`src/rtl/core/srp_pkg.sv`:
```
// Shared types, constants and helper functions for the sparse row projector.
// Depends on nothing; every other file of the block but srp_voxel_ram imports it.
`default_nettype none

package srp_pkg;

    // Image geometry and value range
    localparam int PLANES     = 64;
    localparam int IMAGE_SIDE = 128;
    localparam int VALUE_BITS = 32;

    localparam int VOXELS   = PLANES * IMAGE_SIDE * IMAGE_SIDE;
    localparam int ADDR_W   = $clog2(VOXELS);
    localparam int SIDE_LOG = $clog2(IMAGE_SIDE);
    localparam int COORD_W  = (SIDE_LOG > 7 ? SIDE_LOG : 7) + 2;

    // Field widths
    localparam int PLANE_W  = 8;
    localparam int RC_W     = 7;
    localparam int WEIGHT_W = 16;
    localparam int VALUE_W  = 32;
    localparam int CFG_W    = 6;
    localparam int CFG_IDX_W = 1;

    // Arithmetic widths: product is Q24.24, term is Q24.16 after the floor shift
    localparam int PROD_W = VALUE_W + WEIGHT_W + 1;
    localparam int TERM_W = PROD_W - 8;
    localparam int ACC_W  = 48;
    localparam int SUM_W  = ACC_W + 2;

    // Saturation bounds
    localparam int VB_EFF = (VALUE_BITS > 32) ? 32 : VALUE_BITS;
    localparam logic signed [SUM_W-1:0] SAT_HI = SUM_W'((64'sd1 <<< (VB_EFF - 1)) - 64'sd1);
    localparam logic signed [SUM_W-1:0] SAT_LO = -SAT_HI - SUM_W'(1);
    localparam logic signed [SUM_W-1:0] ACC_HI = SUM_W'((64'sd1 <<< (ACC_W - 1)) - 64'sd1);
    localparam logic signed [SUM_W-1:0] ACC_LO = -ACC_HI - SUM_W'(1);

    // Register indexes
    localparam logic [CFG_IDX_W-1:0] CFG_MIN_PLANE = 1'b0;
    localparam logic [CFG_IDX_W-1:0] CFG_MAX_PLANE = 1'b1;
    localparam logic [CFG_W-1:0] MIN_PLANE_RST = 6'd0;
    localparam logic [CFG_W-1:0] MAX_PLANE_RST = 6'd63;

    // Result kinds
    localparam logic KIND_VOXEL = 1'b0;
    localparam logic KIND_BIN   = 1'b1;

    typedef enum logic [1:0] {
        OP_WRITE = 2'd0,
        OP_READ  = 2'd1,
        OP_FWD   = 2'd2,
        OP_BACK  = 2'd3
    } t_opcode;

    typedef enum logic [2:0] {
        ST_IDLE,
        ST_READ,
        ST_MUL,
        ST_UPD,
        ST_FIN
    } t_state;

    typedef struct packed {
        logic [VALUE_W-1:0] value;
        logic               kind;
        logic               sat;
    } t_result;

    typedef struct packed {
        logic [VALUE_W-1:0] value;
        logic               clip;
    } t_sat;

    // Clip a wide sum to the voxel value range
    function automatic t_sat sat_value(input logic signed [SUM_W-1:0] x);
        t_sat s;
        if (x > SAT_HI) begin
            s.value = SAT_HI[VALUE_W-1:0];
            s.clip  = 1'b1;
        end else if (x < SAT_LO) begin
            s.value = SAT_LO[VALUE_W-1:0];
            s.clip  = 1'b1;
        end else begin
            s.value = x[VALUE_W-1:0];
            s.clip  = 1'b0;
        end
        return s;
    endfunction

endpackage

`default_nettype wire

```
`src/rtl/core/srp_outbuf.sv`:
```
// Output register holding one result item until the consumer takes it.
// Depends on srp_pkg for the result struct.
`default_nettype none

module srp_outbuf
    import srp_pkg::*;
(
    input  wire logic    i_clk,
    input  wire logic    i_rst_n,
    input  wire logic    i_push,
    input  wire t_result i_data,
    output logic         o_can_push,
    output logic         o_valid,
    input  wire logic    i_ready,
    output t_result      o_data
);

    logic    r_valid;
    t_result r_data;

    assign o_can_push = !r_valid || i_ready;

    // Hold the item until taken; load a new one whenever the slot frees
    always_ff @(posedge i_clk) begin
        if (!i_rst_n) begin
            r_valid <= 1'b0;
        end else if (i_push && o_can_push) begin
            r_valid <= 1'b1;
        end else if (i_ready) begin
            r_valid <= 1'b0;
        end
    end

    always_ff @(posedge i_clk) begin
        if (i_push && o_can_push) begin
            r_data <= i_data;
        end
    end

    assign o_valid = r_valid;
    assign o_data  = r_data;

endmodule

`default_nettype wire

```
`config.mk`:
```
export PLATFORM = sky130hd
export DESIGN_NAME = srp_outbuf
export DESIGN_NICKNAME = d
export VERILOG_FILES = /design/src/rtl/core/srp_pkg.sv /design/src/rtl/core/srp_outbuf.sv
export SDC_FILE = /design/constraint.sdc
export NUM_CORES = 1
export LEC_CHECK = 0
export CAP_MARGIN = 20
export CORE_MARGIN = 10
export CORE_UTILIZATION = 50
export DETAILED_ROUTE_END_ITERATION = 10
export DONT_BUFFER_PORTS = 1
export PLACE_DENSITY = 0.71
export SYNTH_ARGS = -nofsm -noshare
export SYNTH_HDL_FRONTEND = slang
export SYNTH_SLANG_ARGS = --single-unit
```
`constraint.sdc`:
```
create_clock -name i_clk -period 1.1 [get_ports i_clk]
set_input_delay 0.275 -clock i_clk [delete_from_list [all_inputs] [get_ports i_clk]]
set_output_delay 0.275 -clock i_clk [all_outputs]
set_load 0.01 [all_outputs]
```
# After elaboration in Yosys (flattened, before gate mapping)
# Index checks and enable logic that the tools add are counted.
[classes]
reduce_logical = 4
muxes = 2
[ops]
columns = ["cell", "n"]
rows = [
  ["two-way mux 1 bit", 2],
  ["nonzero test 2 bit", 1],
  ["logical AND 1 bit", 1],
  ["logical NOT 1 bit", 1],
  ["logical OR 1 bit", 1],
]
[word_totals]
output_inout_bits = 36
ff_bits = 35
inputBits = 38
elab_cells = 10

# Logic depth before layout (Yosys ltp)
[depth]
ltp_word = 4
mapped_depth = 2

# Least setup slack after synthesis
# OpenSTA, ideal clock, no wires.
[synth_path]
path_kind = "flip-flop to flip-flop"
from = "register r_valid (netlist: o_valid)"
to = "register r_data (netlist bit o_data[0]) (enable)"
required_ps = 757
slack_ps = -49
synth_period_minus_slack_ps = 1149
t_arrival_ps = 806
path_stages_with_launch = 3
cell_sequence = "dfxtp_1 > nand2b_4 > and2_4"
[synth_via]
elab_chain_len = 3
[synth_lines]
columns = ["element", "line", "text"]
rows = [
  ["start, declared", "srp_outbuf.sv:18", "logic r_valid;"],
  ["start signal, assigned", "srp_outbuf.sv:26", "r_valid <= 1'b0;"],
  ["start signal, assigned", "srp_outbuf.sv:28", "r_valid <= 1'b1;"],
  ["start signal, assigned", "srp_outbuf.sv:30", "r_valid <= 1'b0;"],
  ["logical NOT 1 bit", "srp_outbuf.sv:21", "assign o_can_push = !r_valid || i_ready;"],
  ["logical OR 1 bit", "srp_outbuf.sv:21", ""],
  ["net o_can_push", "srp_outbuf.sv:12", "output logic o_can_push,"],
  ["logical AND 1 bit", "srp_outbuf.sv:35", "if (i_push && o_can_push) begin"],
  ["end signal, assigned", "srp_outbuf.sv:36", "r_data <= i_data;"],
  ["end, declared", "srp_outbuf.sv:19", "t_result r_data;"],
]
# The timed path passes the listed nets, and every way through them passes these cells.
# A chain may end at the register's enable or synchronous reset.

# Final worst setup path
[layout_path]
from = "register r_valid (netlist: o_valid)"
to = "output port o_can_push"
[layout_via]
elab_chain_len = 2
[layout_lines]
columns = ["element", "line"]
rows = [
  ["logical NOT 1 bit", "srp_outbuf.sv:21"],
  ["logical OR 1 bit", "srp_outbuf.sv:21"],
  ["end, declared", "srp_outbuf.sv:12"],
]
# No other way between the ends.

==> insert_results.sql <==
INSERT INTO impl_metrics (metric_group, metric, value, unit) VALUES
('synthesis', 'post_synthesis_area_per_instance', '27.7', 'um^2'),
('drt', 'drt_wl_total', '2280', 'um'),
('hold_path', 'hold_path.class', 'input pin to register', ''),
('drt', 'route.detailed.drc', '0', ''),
('die', 'die_outline_height', '66.4', 'um'),
('die', 'pin_count', '74', ''),
('layout', 'filler_cell_count', '143', ''),
('sta', 'grt_setup_unrepaired', 'yes', ''),
('synthesis', 'post-synth-top-area-cell', 'sky130_fd_sc_hd__edfxtp_1', ''),
('global_routing', 'global_route_wire_length_before_repair', '3040', 'um'),
('power', 'power_per_cell_area', '1870', 'nW/um^2'),
('sta', 'final.setup_skew', '4.22', 'ps'),
('global_routing', 'vias_in_the_first_global_route', '438', ''),
('sta', 'maximum_achievable_frequency', '0.870', 'GHz'),
('global_routing', 'grt_max_degree', '17', ''),
('clock_network', 'cts.sinks', '35', ''),
('place', 'placed_area', '1170', 'um^2'),
('sta', 'slew-limit-headroom', '89.1', '%'),
('run_status', 'failing_checks', 'negative setup slack', ''),
('clock_network', 'postCtsSetupRepairBufs', '0', ''),
('synthesis', 'yosys-top-cells-area', 'sky130_fd_sc_hd__edfxtp_1 (95%), sky130_fd_sc_hd__dfxtp_1 (1.9%), sky130_fd_sc_hd__nand2b_4 (1.3%)', ''),
('synthesis', 'synth-async-reset-ratio', '0', '%'),
('synthesis', 'ys_ff_latch', '35', ''),
('synthesis', 'synth_top_flop_cell', 'sky130_fd_sc_hd__edfxtp_1', ''),
('power', 'vdd.ir_drop.worst', '1.24', 'mV'),
('clock_network', 'worst_setup_hold_path_clk_slew', '90', 'ps'),
('drt', 'wl_per_cell', '29.3', 'um'),
('worst_setup_path', 'startpoint_to_endpoint_class_of_the_critical_path', 'register to primary output', ''),
('die', 'floorplan.die_area', '4410', 'um^2'),
('synthesis', 'yosysTopAreaCellShare', '94.7', '%'),
('layout', 'design.final.nets', '88', ''),
('sta', 'setup_ws', '-49.9', 'ps'),
('die', 'area_of_the_core', '2000', 'um^2'),
('synthesis', 'ys_warn_count', '0', ''),
('layout', 'antenna_diodes', '0', ''),
('place', 'dp_worst_setup_slack', '72.2', 'ps'),
('clock_network', 'max-clock-path-buffers', '2', ''),
('synthesis', 'synthCells', '39', ''),
('synthesis', 'synth_fp_nets', '77', ''),
('synthesis', 'ys_types', '6', ''),
('drt', 'antenna_left', '0', ''),
('die', 'start_util', '53.9', '%'),
('sta', 'setup-violations-final', '1', ''),
('drt', 'initialDrtViolationCount', '7', ''),
('clock_network', 'tritoncts', 'done', ''),
('global_routing', 'initial_antenna_violation_count', '0', ''),
('global_routing', 'gr-total-overflow', '0', ''),
('power', 'leakage', '0.415', 'nW'),
('clock_network', 'clkLatencyLatePin', '310', 'ps'),
('sta', 'period_share', '105', '%'),
('sta', 'transition_time_of_the_tightest_slew_check_pin', '164', 'ps'),
('global_routing', 'gr-usage-met3', '8.31', '%'),
('clock_network', 'cts_made_buffers', '5', ''),
('drt', 'detailroute.via_count', '407', ''),
('worst_setup_path', 'critPathLaunchType', 'register', ''),
('synthesis', 'syn_area', '1080', 'um^2'),
('worst_setup_path', 'worstPathArrival', '870', 'ps'),
('global_routing', 'busiest_layer', 'met2', ''),
('clock_network', 'ctsRootBufferMaster', 'sky130_fd_sc_hd__clkbuf_4', ''),
('sta', 'finalHoldViolCount', '0', ''),
('layout', 'postLayoutCellArea', '1220', 'um^2'),
('worst_setup_path', 'timing.critical_path.fanout_max', '2', ''),
('sta', 'period_minus_ws_final', '1150', 'ps'),
('worst_setup_path', 'critical_path_rt', '820', 'ps'),
('drt', 'detailedRoute.firstPassIterationCount', '4', ''),
('layout', 'syn_to_final_growth', '13.5', '%'),
('layout', 'final_layout_size_suffix_gt1_share', '25.5', '%'),
('clock_network', 'cts_max_level', '2', ''),
('sta', 'timing_max_transition_violations_final', '0', ''),
('drt', 'via_per_inst', '5.22', ''),
('run_status', 'status', 'complete, but fails checks', ''),
('worst_setup_path', 'worst_setup_path_end_kind', 'primary output', ''),
('synthesis', 'yosysMostFrequentCell', 'sky130_fd_sc_hd__edfxtp_1', ''),
('sta', 'fin_worst_hold_slack', '49.3', 'ps'),
('place', 'gp_congestion', '0.602', ''),
('global_routing', 'grt_usage', '10.3', '%'),
('die', 'dieWidth', '66.4', 'um'),
('place', 'portBuffers', '0', ''),
('global_routing', 'global_route.usage.met2', '18.5', '%'),
('run', 'drv.max_cap_violation_count', '0', ''),
('synthesis', 'synth_edf_count', '34', ''),
('die', 'placementRows', '16', ''),
('synthesis', 'sequential_cell_area_fraction_in_the_yosys_report', '96.5', '%'),
('global_routing', 'gr-usage-met1', '7.43', '%');
[sequential cells by signal, summed over array words and instances, names as in the netlist]
signal and count:
o_valid 1, o_data 34
[power breakdown]
part           switching (mW)  internal [mW]
clock                   0.343          0.236
sequential             0.0759           1.56
combinational          0.0366         0.0331
[metal layers]
layer / part of all wire [%] / up-vias
met5: 0 / -
met4: 1.5 / 0
met3: 14 / 5
met2: 58 / 35
met1: 27 / 190
li1: - / 177
[placed cells by master, fill, tap and decap left out, types with 2 or more instances in the layout]
master,count
sky130_fd_sc_hd__clkbuf_4,5
sky130_fd_sc_hd__clkinv_1,2
sky130_fd_sc_hd__buf_12,2
sky130_fd_sc_hd__edfxtp_1,34
[critical path, cell delays in order (launching register included)]
cell and delay, ps:
sky130_fd_sc_hd__dfxtp_4 390, sky130_fd_sc_hd__nand2b_4 60, sky130_fd_sc_hd__buf_6 120
[final timing paths]
check	cells past startpoint	slack, ps	startpoint	endpoint
min	0	50	i_data[6]	o_data[6]
min reg2reg	3	620	o_valid	o_valid
max reg2reg	3	50	o_valid	o_data[18]
max	2	-50	o_valid	o_can_push
[timing repair]
item | 4_1_cts | 5_1_grt
cloned | 0 | 0
setup endpoints to repair | 1 | 1
resized for setup | 2 | 0
hold buffers | 0 | 0
[cell type report]
| class | count | area (um^2) | area share (%) |
|---|---|---|---|
| sequential | 35 | 1040 | 85.4 |
| timing repair buffer | 4 | 58.8 | 4.81 |
| clock inverter | 2 | 7.51 | 0.613 |
| multi-input combinational | 3 | 33.8 | 2.76 |
| inverter | 1 | 3.75 | 0.307 |
| clock buffer | 6 | 41.3 | 3.37 |
| tap | 27 | 33.8 | 2.76 |
[logic make-up (layout without fill, tap and decap cells)]
| kind of cell | after synthesis | after routing | synth area share (%) |
|---|---|---|---|
| AO/OA/AOI/OAI | 1 | 1 | 1.04 |
| flip-flops | 35 | 35 | 96.5 |
| buffers and inverters | 1 | 13 | 0.348 |
| AND/OR/NAND/NOR | 2 | 2 | 2.09 |
[per-stage QoR]
stage / cells / setup TNS [ps] / power (mW) / utilization, %
after floorplan: 39 / -631 / 1.68 / -
after detailed placement: 70 / 0 / 1.74 / 58.4
final: 78 / -49.9 / 2.28 / 61.1
after global placement: 70 / 0 / 1.73 / 58.4
after global routing: 78 / -89.2 / 2.39 / 61.1
after CTS: 78 / -67.0 / 2.31 / 61.1
(Power assumes the default switching activity.)
