<file path="src/rtl/core/srp_pkg.sv">
// Shared types, constants and helper functions for the sparse row projector.
// Depends on nothing; every other file of the block but srp_voxel_ram imports it.
`default_nettype none

package srp_pkg;

    // Image geometry and value range
    localparam int PLANES     = 64;
    localparam int IMAGE_SIDE = 128;
    localparam int VALUE_BITS = 32;

    localparam int VOXELS   = PLANES * IMAGE_SIDE * IMAGE_SIDE;
    localparam int ADDR_W   = $clog2(VOXELS);
    localparam int SIDE_LOG = $clog2(IMAGE_SIDE);
    localparam int COORD_W  = (SIDE_LOG > 7 ? SIDE_LOG : 7) + 2;

    // Field widths
    localparam int PLANE_W  = 8;
    localparam int RC_W     = 7;
    localparam int WEIGHT_W = 16;
    localparam int VALUE_W  = 32;
    localparam int CFG_W    = 6;
    localparam int CFG_IDX_W = 1;

    // Arithmetic widths: product is Q24.24, term is Q24.16 after the floor shift
    localparam int PROD_W = VALUE_W + WEIGHT_W + 1;
    localparam int TERM_W = PROD_W - 8;
    localparam int ACC_W  = 48;
    localparam int SUM_W  = ACC_W + 2;

    // Saturation bounds
    localparam int VB_EFF = (VALUE_BITS > 32) ? 32 : VALUE_BITS;
    localparam logic signed [SUM_W-1:0] SAT_HI = SUM_W'((64'sd1 <<< (VB_EFF - 1)) - 64'sd1);
    localparam logic signed [SUM_W-1:0] SAT_LO = -SAT_HI - SUM_W'(1);
    localparam logic signed [SUM_W-1:0] ACC_HI = SUM_W'((64'sd1 <<< (ACC_W - 1)) - 64'sd1);
    localparam logic signed [SUM_W-1:0] ACC_LO = -ACC_HI - SUM_W'(1);

    // Register indexes
    localparam logic [CFG_IDX_W-1:0] CFG_MIN_PLANE = 1'b0;
    localparam logic [CFG_IDX_W-1:0] CFG_MAX_PLANE = 1'b1;
    localparam logic [CFG_W-1:0] MIN_PLANE_RST = 6'd0;
    localparam logic [CFG_W-1:0] MAX_PLANE_RST = 6'd63;

    // Result kinds
    localparam logic KIND_VOXEL = 1'b0;
    localparam logic KIND_BIN   = 1'b1;

    typedef enum logic [1:0] {
        OP_WRITE = 2'd0,
        OP_READ  = 2'd1,
        OP_FWD   = 2'd2,
        OP_BACK  = 2'd3
    } t_opcode;

    typedef enum logic [2:0] {
        ST_IDLE,
        ST_READ,
        ST_MUL,
        ST_UPD,
        ST_FIN
    } t_state;

    typedef struct packed {
        logic [VALUE_W-1:0] value;
        logic               kind;
        logic               sat;
    } t_result;

    typedef struct packed {
        logic [VALUE_W-1:0] value;
        logic               clip;
    } t_sat;

    // Clip a wide sum to the voxel value range
    function automatic t_sat sat_value(input logic signed [SUM_W-1:0] x);
        t_sat s;
        if (x > SAT_HI) begin
            s.value = SAT_HI[VALUE_W-1:0];
            s.clip  = 1'b1;
        end else if (x < SAT_LO) begin
            s.value = SAT_LO[VALUE_W-1:0];
            s.clip  = 1'b1;
        end else begin
            s.value = x[VALUE_W-1:0];
            s.clip  = 1'b0;
        end
        return s;
    endfunction

endpackage

`default_nettype wire

</file>
<file path="src/rtl/core/srp_engine.sv">
// Item sequencer and arithmetic: address check, voxel read-modify-write,
// row accumulator and plane range registers. Depends on srp_pkg.
`default_nettype none

module srp_engine
    import srp_pkg::*;
(
    input  wire logic                   i_clk,
    input  wire logic                   i_rst_n,
    // configuration
    input  wire logic                   i_cfg_we,
    input  wire logic [CFG_IDX_W-1:0]   i_cfg_idx,
    input  wire logic [CFG_W-1:0]       i_cfg_data,
    // input items
    input  wire logic                   i_valid,
    output logic                        o_ready,
    input  wire logic [1:0]             i_opcode,
    input  wire logic signed [PLANE_W-1:0] i_plane,
    input  wire logic signed [RC_W-1:0] i_row,
    input  wire logic signed [RC_W-1:0] i_col,
    input  wire logic [WEIGHT_W-1:0]    i_weight,
    input  wire logic signed [VALUE_W-1:0] i_value,
    input  wire logic                   i_last,
    // result push
    output logic                        o_push,
    output t_result                     o_result,
    input  wire logic                   i_can_push,
    // voxel memory
    output logic                        o_ram_we,
    output logic [ADDR_W-1:0]           o_ram_waddr,
    output logic [VALUE_W-1:0]          o_ram_wdata,
    output logic                        o_ram_re,
    output logic [ADDR_W-1:0]           o_ram_raddr,
    input  wire logic [VALUE_W-1:0]     i_ram_rdata
);

    t_state  r_state, n_state;
    t_opcode r_op;
    logic [ADDR_W-1:0]           r_addr;
    logic                        r_ok;
    logic [WEIGHT_W-1:0]         r_weight;
    logic signed [VALUE_W-1:0]   r_value;
    logic                        r_last;
    logic signed [VALUE_W-1:0]   r_vox;
    logic signed [TERM_W-1:0]    r_term;
    logic signed [ACC_W-1:0]     r_acc;
    logic [CFG_W-1:0]            r_min_plane;
    logic [CFG_W-1:0]            r_max_plane;

    logic accept, acc_upd, acc_clr, mul_load;
    logic ok_c, ok_plane, ok_row, ok_col;
    logic signed [COORD_W-1:0]   ri_c, ci_c;
    logic [ADDR_W-1:0]           addr_c;
    logic signed [VALUE_W-1:0]   mul_a;
    logic signed [PROD_W-1:0]    prod_c;
    logic signed [SUM_W-1:0]     acc_sum, back_sum, fin_sum;
    logic signed [ACC_W-1:0]     acc_next;
    t_sat                        wr_sat, back_sat, fin_sat;

    // Configuration registers
    always_ff @(posedge i_clk) begin
        if (!i_rst_n) begin
            r_min_plane <= MIN_PLANE_RST;
            r_max_plane <= MAX_PLANE_RST;
        end else if (i_cfg_we) begin
            case (i_cfg_idx)
                CFG_MIN_PLANE: r_min_plane <= i_cfg_data;
                CFG_MAX_PLANE: r_max_plane <= i_cfg_data;
                default: ;
            endcase
        end
    end

    // Range check and voxel address of the incoming item
    always_comb begin
        ri_c = COORD_W'(i_row) + COORD_W'(IMAGE_SIDE / 2);
        ci_c = COORD_W'(i_col) + COORD_W'(IMAGE_SIDE / 2);
        ok_plane = !i_plane[PLANE_W-1]
                && ({1'b0, i_plane} < (PLANE_W + 1)'(PLANES))
                && ({(PLANE_W - CFG_W)'(0), r_min_plane} <= i_plane)
                && ({(PLANE_W - CFG_W)'(0), r_max_plane} >= i_plane);
        ok_row = !ri_c[COORD_W-1] && ($unsigned(ri_c) < COORD_W'(IMAGE_SIDE));
        ok_col = !ci_c[COORD_W-1] && ($unsigned(ci_c) < COORD_W'(IMAGE_SIDE));
        ok_c   = ok_plane && ok_row && ok_col;
        addr_c = ADDR_W'(ADDR_W'($unsigned(i_plane)) * ADDR_W'(IMAGE_SIDE) * ADDR_W'(IMAGE_SIDE)
               + ADDR_W'($unsigned(ri_c)) * ADDR_W'(IMAGE_SIDE)
               + ADDR_W'($unsigned(ci_c)));
    end

    assign accept = i_valid && o_ready;

    // Capture the accepted item
    always_ff @(posedge i_clk) begin
        if (accept) begin
            r_op     <= t_opcode'(i_opcode);
            r_addr   <= addr_c;
            r_ok     <= ok_c;
            r_weight <= i_weight;
            r_value  <= i_value;
            r_last   <= i_last;
        end
    end

    // Product stage: voxel * weight for forward items, weight * bin value otherwise
    assign mul_a  = (r_op == OP_FWD) ? $signed(i_ram_rdata) : r_value;
    assign prod_c = mul_a * $signed({1'b0, r_weight});

    always_ff @(posedge i_clk) begin
        if (mul_load) begin
            r_vox  <= $signed(i_ram_rdata);
            r_term <= prod_c[PROD_W-1:8];
        end
    end

    // Accumulator update, write data and row result
    always_comb begin
        acc_sum  = SUM_W'(r_acc) + SUM_W'(r_term);
        if (acc_sum > ACC_HI) begin
            acc_next = ACC_HI[ACC_W-1:0];
        end else if (acc_sum < ACC_LO) begin
            acc_next = ACC_LO[ACC_W-1:0];
        end else begin
            acc_next = acc_sum[ACC_W-1:0];
        end
        back_sum = SUM_W'(r_vox) + SUM_W'(r_term);
        fin_sum  = SUM_W'(r_value) + SUM_W'(r_acc);
        wr_sat   = sat_value(SUM_W'(r_value));
        back_sat = sat_value(back_sum);
        fin_sat  = sat_value(fin_sum);
    end

    always_ff @(posedge i_clk) begin
        if (!i_rst_n) begin
            r_acc <= '0;
        end else if (acc_clr) begin
            r_acc <= '0;
        end else if (acc_upd && r_ok) begin
            r_acc <= acc_next;
        end
    end

    // State register
    always_ff @(posedge i_clk) begin
        if (!i_rst_n) begin
            r_state <= ST_IDLE;
        end else begin
            r_state <= n_state;
        end
    end

    // Next state
    always_comb begin
        n_state = r_state;
        case (r_state)
            ST_IDLE: begin
                if (accept) begin
                    n_state = (t_opcode'(i_opcode) == OP_WRITE) ? ST_UPD : ST_READ;
                end
            end
            ST_READ: n_state = ST_MUL;
            ST_MUL:  n_state = ST_UPD;
            ST_UPD: begin
                case (r_op)
                    OP_READ: n_state = i_can_push ? ST_IDLE : ST_UPD;
                    OP_FWD:  n_state = r_last ? ST_FIN : ST_IDLE;
                    default: n_state = ST_IDLE;
                endcase
            end
            ST_FIN:  n_state = i_can_push ? ST_IDLE : ST_FIN;
            default: n_state = ST_IDLE;
        endcase
    end

    // State outputs
    always_comb begin
        o_ready     = 1'b0;
        o_ram_re    = 1'b0;
        o_ram_we    = 1'b0;
        o_ram_wdata = wr_sat.value;
        o_push      = 1'b0;
        o_result    = '{value: '0, kind: KIND_VOXEL, sat: 1'b0};
        mul_load    = 1'b0;
        acc_upd     = 1'b0;
        acc_clr     = 1'b0;
        case (r_state)
            ST_IDLE: o_ready = 1'b1;
            ST_READ: o_ram_re = 1'b1;
            ST_MUL:  mul_load = 1'b1;
            ST_UPD: begin
                case (r_op)
                    OP_WRITE: o_ram_we = r_ok;
                    OP_READ: begin
                        o_push   = 1'b1;
                        o_result = '{value: (r_ok ? r_vox : '0), kind: KIND_VOXEL, sat: 1'b0};
                    end
                    OP_FWD:  acc_upd = 1'b1;
                    OP_BACK: begin
                        o_ram_we    = r_ok && (r_value != '0);
                        o_ram_wdata = back_sat.value;
                    end
                    default: ;
                endcase
            end
            ST_FIN: begin
                o_push   = 1'b1;
                o_result = '{value: fin_sat.value, kind: KIND_BIN, sat: fin_sat.clip};
                acc_clr  = i_can_push;
            end
            default: ;
        endcase
    end

    assign o_ram_waddr = r_addr;
    assign o_ram_raddr = r_addr;

endmodule

`default_nettype wire

</file>
<file path="config.mk">
export PLATFORM = sky130hd
export DESIGN_NAME = srp_engine
export DESIGN_NICKNAME = d
export VERILOG_FILES = /design/src/rtl/core/srp_pkg.sv /design/src/rtl/core/srp_engine.sv
export SDC_FILE = /design/constraint.sdc
export NUM_CORES = 2
export LEC_CHECK = 0
export BUFFER_PORTS_ARGS = -buffer_cell sky130_fd_sc_hd__buf_2
export CORE_UTILIZATION = 60
export CTS_CLUSTER_SIZE = 10
export DETAILED_ROUTE_END_ITERATION = 6
export PLACE_DENSITY = 0.88
export SETUP_SLACK_MARGIN = 0.3
export SYNTH_ARGS = -nofsm -noshare
export SYNTH_HDL_FRONTEND = slang
export SYNTH_SLANG_ARGS = --single-unit
</file>
<file path="constraint.sdc">
create_clock -name i_clk -period 19 [get_ports i_clk]
set_input_delay 1.9 -clock i_clk [delete_from_list [all_inputs] [get_ports i_clk]]
set_output_delay 1.9 -clock i_clk [all_outputs]
set_load 0.01 [all_outputs]
</file>
# Yosys cells after proc, flatten, opt, wreduce, memory -nomap -nowiden
# Cells that the tools add are included.
[op_classes]
muxes = 31
eq_ne = 8
n_mul = 1
bitwise = 2
div_mod_pow = 0
magnitude_cmp = 13
n_reduce_logical = 20
add_sub_neg = 7
n_shift = 0
[ops]
columns = ["operator", "count"]
rows = [
  ["$mux 33", 6],
  ["$mux 32", 4],
  ["$mux 48", 2],
  ["$pmux 34 s2", 1],
  ["$add 32x48->49", 1],
  ["$add 48x41->49", 1],
  ["$gt 49x32->1 const B", 1],
  ["$gt 49x48->1 const B", 1],
  ["$lt 49x32->1 const B", 1],
  ["$lt 49x48->1 const B", 1],
  ["$mul 32x17->49", 1],
  ["$add 32x41->42", 1],
  ["$gt 42x32->1 const B", 1],
  ["$lt 42x32->1 const B", 1],
  ["$mux 34", 1],
  ["$gt 32x32->1 const B", 1],
  ["$lt 32x32->1 const B", 1],
  ["$reduce_bool 32->1", 1],
  ["$add 20x16->20", 1],
  ["$add 20x9->20", 1],
  ["$add 7x8->9 const B", 2],
  ["$lt 9x8->1 const B", 2],
  ["$pmux 3 s5", 1],
  ["$logic_and 1x1->1", 10],
  ["20 further kinds", 38],
]
[totals]
out_inout_bits = 110
latch_bits = 0
rom_bits = 0
ram_bits = 0
in_bits = 117
word_cells = 94
mem_count = 0
regBits = 208

# Longest topological paths before layout
[logic_depth]
word_depth = 6
ltp_mapped = 32
ltp_nobuf = 28

# Least setup slack after synthesis
# No wires, ideal clock.
[synth_timing]
path_kind = "input -> register"
start = "in i_ram_rdata[8]"
end = "reg r_term[38], data pin"
t_arrival_ps = 8348
t_required_ps = 18738
stages = 25
slack_ps = 10390
n_path_buf = 1
cell_sequence = "mux2_2 -> clkbuf_1 -> and2_1 -> fa_1 -> inv_1 -> fa_1 -> fa_1 -> inv_1 -> fa_1 -> fa_1 -> inv_1 -> fa_1 -> inv_1 -> ha_1 -> a21oi_1 -> o21ai_0 -> a221o_1 -> a21oi_1 -> a21oi_1 -> a2111oi_0 -> or3_1 -> o31ai_1 -> a21oi_1 -> o21ai_1 -> xor2_1"
[synth_via]
elab_chain_len = 2
[synth_rtl]
columns = ["element", "line", "text"]
rows = [
  ["start: declaration", "srp_engine.sv:34", "input wire logic [VALUE_W-1:0] i_ram_rdata"],
  ["$mux 32", "srp_engine.sv:105", "assign mul_a = (r_op == OP_FWD) ? $signed(i_ram_rdata) : r_value;"],
  ["$mul 32x17->49", "srp_engine.sv:106", "assign prod_c = mul_a * $signed({1'b0, r_weight});"],
  ["net prod_c[46]", "srp_engine.sv:55", "logic signed [PROD_W-1:0] prod_c;"],
  ["end signal: assignment", "srp_engine.sv:111", "r_term <= prod_c[PROD_W-1:8];"],
  ["end: declaration", "srp_engine.sv:45", "logic signed [TERM_W-1:0] r_term;"],
]
# The timed path passes the listed nets, and every way through them passes these cells.
# A chain may end at the register's enable or synchronous reset.

# Worst setup path in the final report
[layout_timing]
start = "in i_ram_rdata[6]"
end = "reg r_term[38], data pin"
# Same word-level chain as after synthesis.

==> flow_metrics.env <==
export IMPL_status="completed"
export IMPL_fin_tns_setup_ns=0
export IMPL_min_from="r_max_plane[3]"
export IMPL_finalNetCount=4874
export IMPL_die_h_microns=242
export IMPL_postRouteWirelength_mm=105
export IMPL_port_buffers=226
export IMPL_final_hold_violation_count=0
export IMPL_dpl_hpwl_mm=82.4
export IMPL_synth_area_leader_cell="fa_1"
export IMPL_fillCellCount=4401
export IMPL_drt_iter0_markers=2800
export IMPL_regToRegSetupSlack_ns=10.13
export IMPL_syn2layout_area_growth_pct=6.89
export IMPL_finalSetupViolCount=0
export IMPL_post_synth_cell_area_avg_sq_um=8.86
export IMPL_synth_edf_count=145
export IMPL_required_ns=19.31
export IMPL_gr_total_overflow=0
export IMPL_cp_start_kind="input port"
export IMPL_gp_congestion=1.03
export IMPL_worstRegToRegCells=27
export IMPL_first_global_vias=30600
export IMPL_syn_nets=4780
export IMPL_grt_max_degree=74
export IMPL_r2r_start="r_op[0]"
export IMPL_final_layout_size_suffix_gt1_share_pct=8.75
export IMPL_pre_cts_slack_ns=9.60
export IMPL_worstSkewPairLatency_ns=0.58
export IMPL_synth_area_leaders="fa_1 28%, edfxtp_1 13%, ha_1 9.7%, inv_1 7.0%, and2_1 4.7%"
export IMPL_core_area_sq_um=56700
export IMPL_crit_fanout=16
export IMPL_vias_per_cell=6.23
export IMPL_yosysSeqAreaShare_pct=16.2
export IMPL_clock_skew_ns=0.0314
export IMPL_die_area_sq_um=58600
export IMPL_async_flop_share_pct=0
export IMPL_dr_pass1_iters=6
export IMPL_synth_top_area_share_pct=28.4
export IMPL_critPathKind="input port to flop"
export IMPL_cts_path_max_buffers=3
export IMPL_numCtsBuffers=28
export IMPL_initial_core_util_pct=61.0
export IMPL_clk_pin_slew_ns=0.06
export IMPL_fin_crit_sh_pct=47.1
export IMPL_grt_pass1_wl_mm=165
export IMPL_grt_use_total_pct=36.0
export IMPL_die_w_microns=242
export IMPL_final_setup_worst_slack_ns=10.06
export IMPL_ios=227
export IMPL_cts_tree="yes"
export IMPL_syn_instance_count=3905
export IMPL_r2r_end="r_term[38]"
export IMPL_antenna_found_initial=4
export IMPL_rsz0062_at_grt="false"
export IMPL_synth_common_cells="641 x inv_1, 490 x fa_1, 430 x nand2_1"
export IMPL_cp_arrival_ns=9.25
export IMPL_drt_antenna_violating_nets=0
export IMPL_synth_warnings=0
export IMPL_vias=29800
export IMPL_ys_seq_elements=208
export IMPL_slew_viol_final=0
export IMPL_hold_class="flop to flop"
export IMPL_ys_flop_type="edfxtp_1"
export IMPL_synth_distinct_cells=81
export IMPL_endpoint_kind="flop"
export IMPL_cts_sinks=208
export IMPL_synth_most_common_cell="inv_1"
export IMPL_postCtsSetupBuffers=0
export IMPL_slew_headroom_pct=18.5
export IMPL_fmax_mhz=112
export IMPL_min_path_cells=2
export IMPL_drt_wirelength_per_cell_microns=21.9
export IMPL_period_needed_ns=8.94
export IMPL_worstHoldEndpoint="r_max_plane[3]"
export IMPL_cts_root_buf="clkbuf_16"
export IMPL_htreeDepth=1
export IMPL_cts_hold_buffers_added=0
export IMPL_cts_resized=0
export IMPL_tightest_slew_ns=1.22
export IMPL_synth_area_sq_um=34600
export IMPL_num_rows=87
export IMPL_cap_violations=0
export IMPL_drc=0
kinds of logic after synthesis:
family	Yosys count	synth area share (%)
fa+ha+maj	758	38.0
simple gates	1100	15.6
xor+xnor	157	3.97
flops	208	16.2
mux	40	1.27
buf+inv	834	9.43
compound gates	808	15.5
final cells by class:
cell class / instances / area [sq um] / area share (%)
sequential: 208 / 5620 / 15.2
inverter: 642 / 2410 / 6.52
multi-input combinational: 2863 / 25700 / 69.6
antenna: 2 / 5.00 / 0.0135
tap: 756 / 946 / 2.56
clock inverter: 4 / 28.8 / 0.0778
timing repair buffer: 256 / 1360 / 3.67
clock buffer: 48 / 880 / 2.38
cell usage in the layout, fill, tap and decap left out, drive strengths merged, types with 8 or more instances in the layout:
master,instances
edfxtp,145
o21bai,24
o21ai,162
o211ai,16
a221o,65
and2,260
clkbuf,48
nand4,49
a2111oi,12
buf,256
mux2,32
or3,11
nor2b,28
inv,644
dfxtp,63
nand2,430
nor4,11
nor3,38
a21o,104
nor2,166
a31oi,24
and3,23
xor2,50
a21oi,251
a211oi,20
nand2b,13
o31ai,11
o21a,41
mux2i,8
nand3,29
ha,268
and4,10
xnor2,107
a21boi,9
fa,490
worst max-delay path: stages:
cell and delay [ns]:
buf_2 0.10, mux2_2 0.41, and2_1 0.24, fa_1 0.53, inv_1 0.05, fa_1 0.50, fa_1 0.54, inv_1 0.05
fa_1 0.46, fa_1 0.56, inv_1 0.06, fa_1 0.53, inv_1 0.05, ha_1 0.35, a21oi_1 0.17, o21ai_0 0.10
a221o_1 0.32, a21oi_1 0.40, a21oi_1 0.16, a2111oi_0 0.53, or3_1 0.27, o31ai_1 0.19, a21oi_1 0.44, o21ai_1 0.16
xor2_1 0.16
sequential cells by signal, indices dropped and copies added (netlist names):
name	cells
o_ram_raddr	20
r_acc	48
r_last	1
r_max_plane	6
r_min_plane	6
r_ok	1
r_op	2
r_state	3
r_term	41
r_value	32
r_vox	32
r_weight	16
layer usage:
metal | wire length [microns] | GRT usage, % | vias up
li1 | - | - | 13100
met1 | 38300 | 44.8 | 14400
met2 | 47300 | 56.9 | 1863
met3 | 13100 | 10.1 | 444
met4 | 6140 | 19.2 | 0
met5 | 0 | 0 | -
metrics by stage:
stage | std cells | area (sq um) | hold WS (ns) | utilization, %
6_report | 4779 | 37000 | 0.484 | 65.2
5_1_grt | 4777 | 37000 | 0.514 | 65.2
4_1_cts | 4777 | 37000 | 0.481 | 65.2
3_5_place_dp | 4725 | 36100 | 0.470 | 63.6
3_3_place_gp | 4725 | 36100 | 0.454 | 63.6
2_1_floorplan | 3905 | 34600 | 0.445 | -
worst max-delay path by stage:
stage	slack (ns)	to	cells past startpoint	start
6_report	10.06	r_term[38]	25	i_ram_rdata[6]
5_1_grt	9.73	r_term[38]	25	i_ram_rdata[6]
4_1_cts	10.13	r_term[38]	25	i_ram_rdata[6]
3_5_place_dp	9.60	r_term[38]	25	i_ram_rdata[6]
3_3_place_gp	9.74	r_term[38]	25	i_ram_rdata[6]
2_1_floorplan	10.39	r_term[38]	25	i_ram_rdata[8]
Power is not shown: default switching activity piles up to over one toggle a cycle in this logic, so the estimate is an artifact.
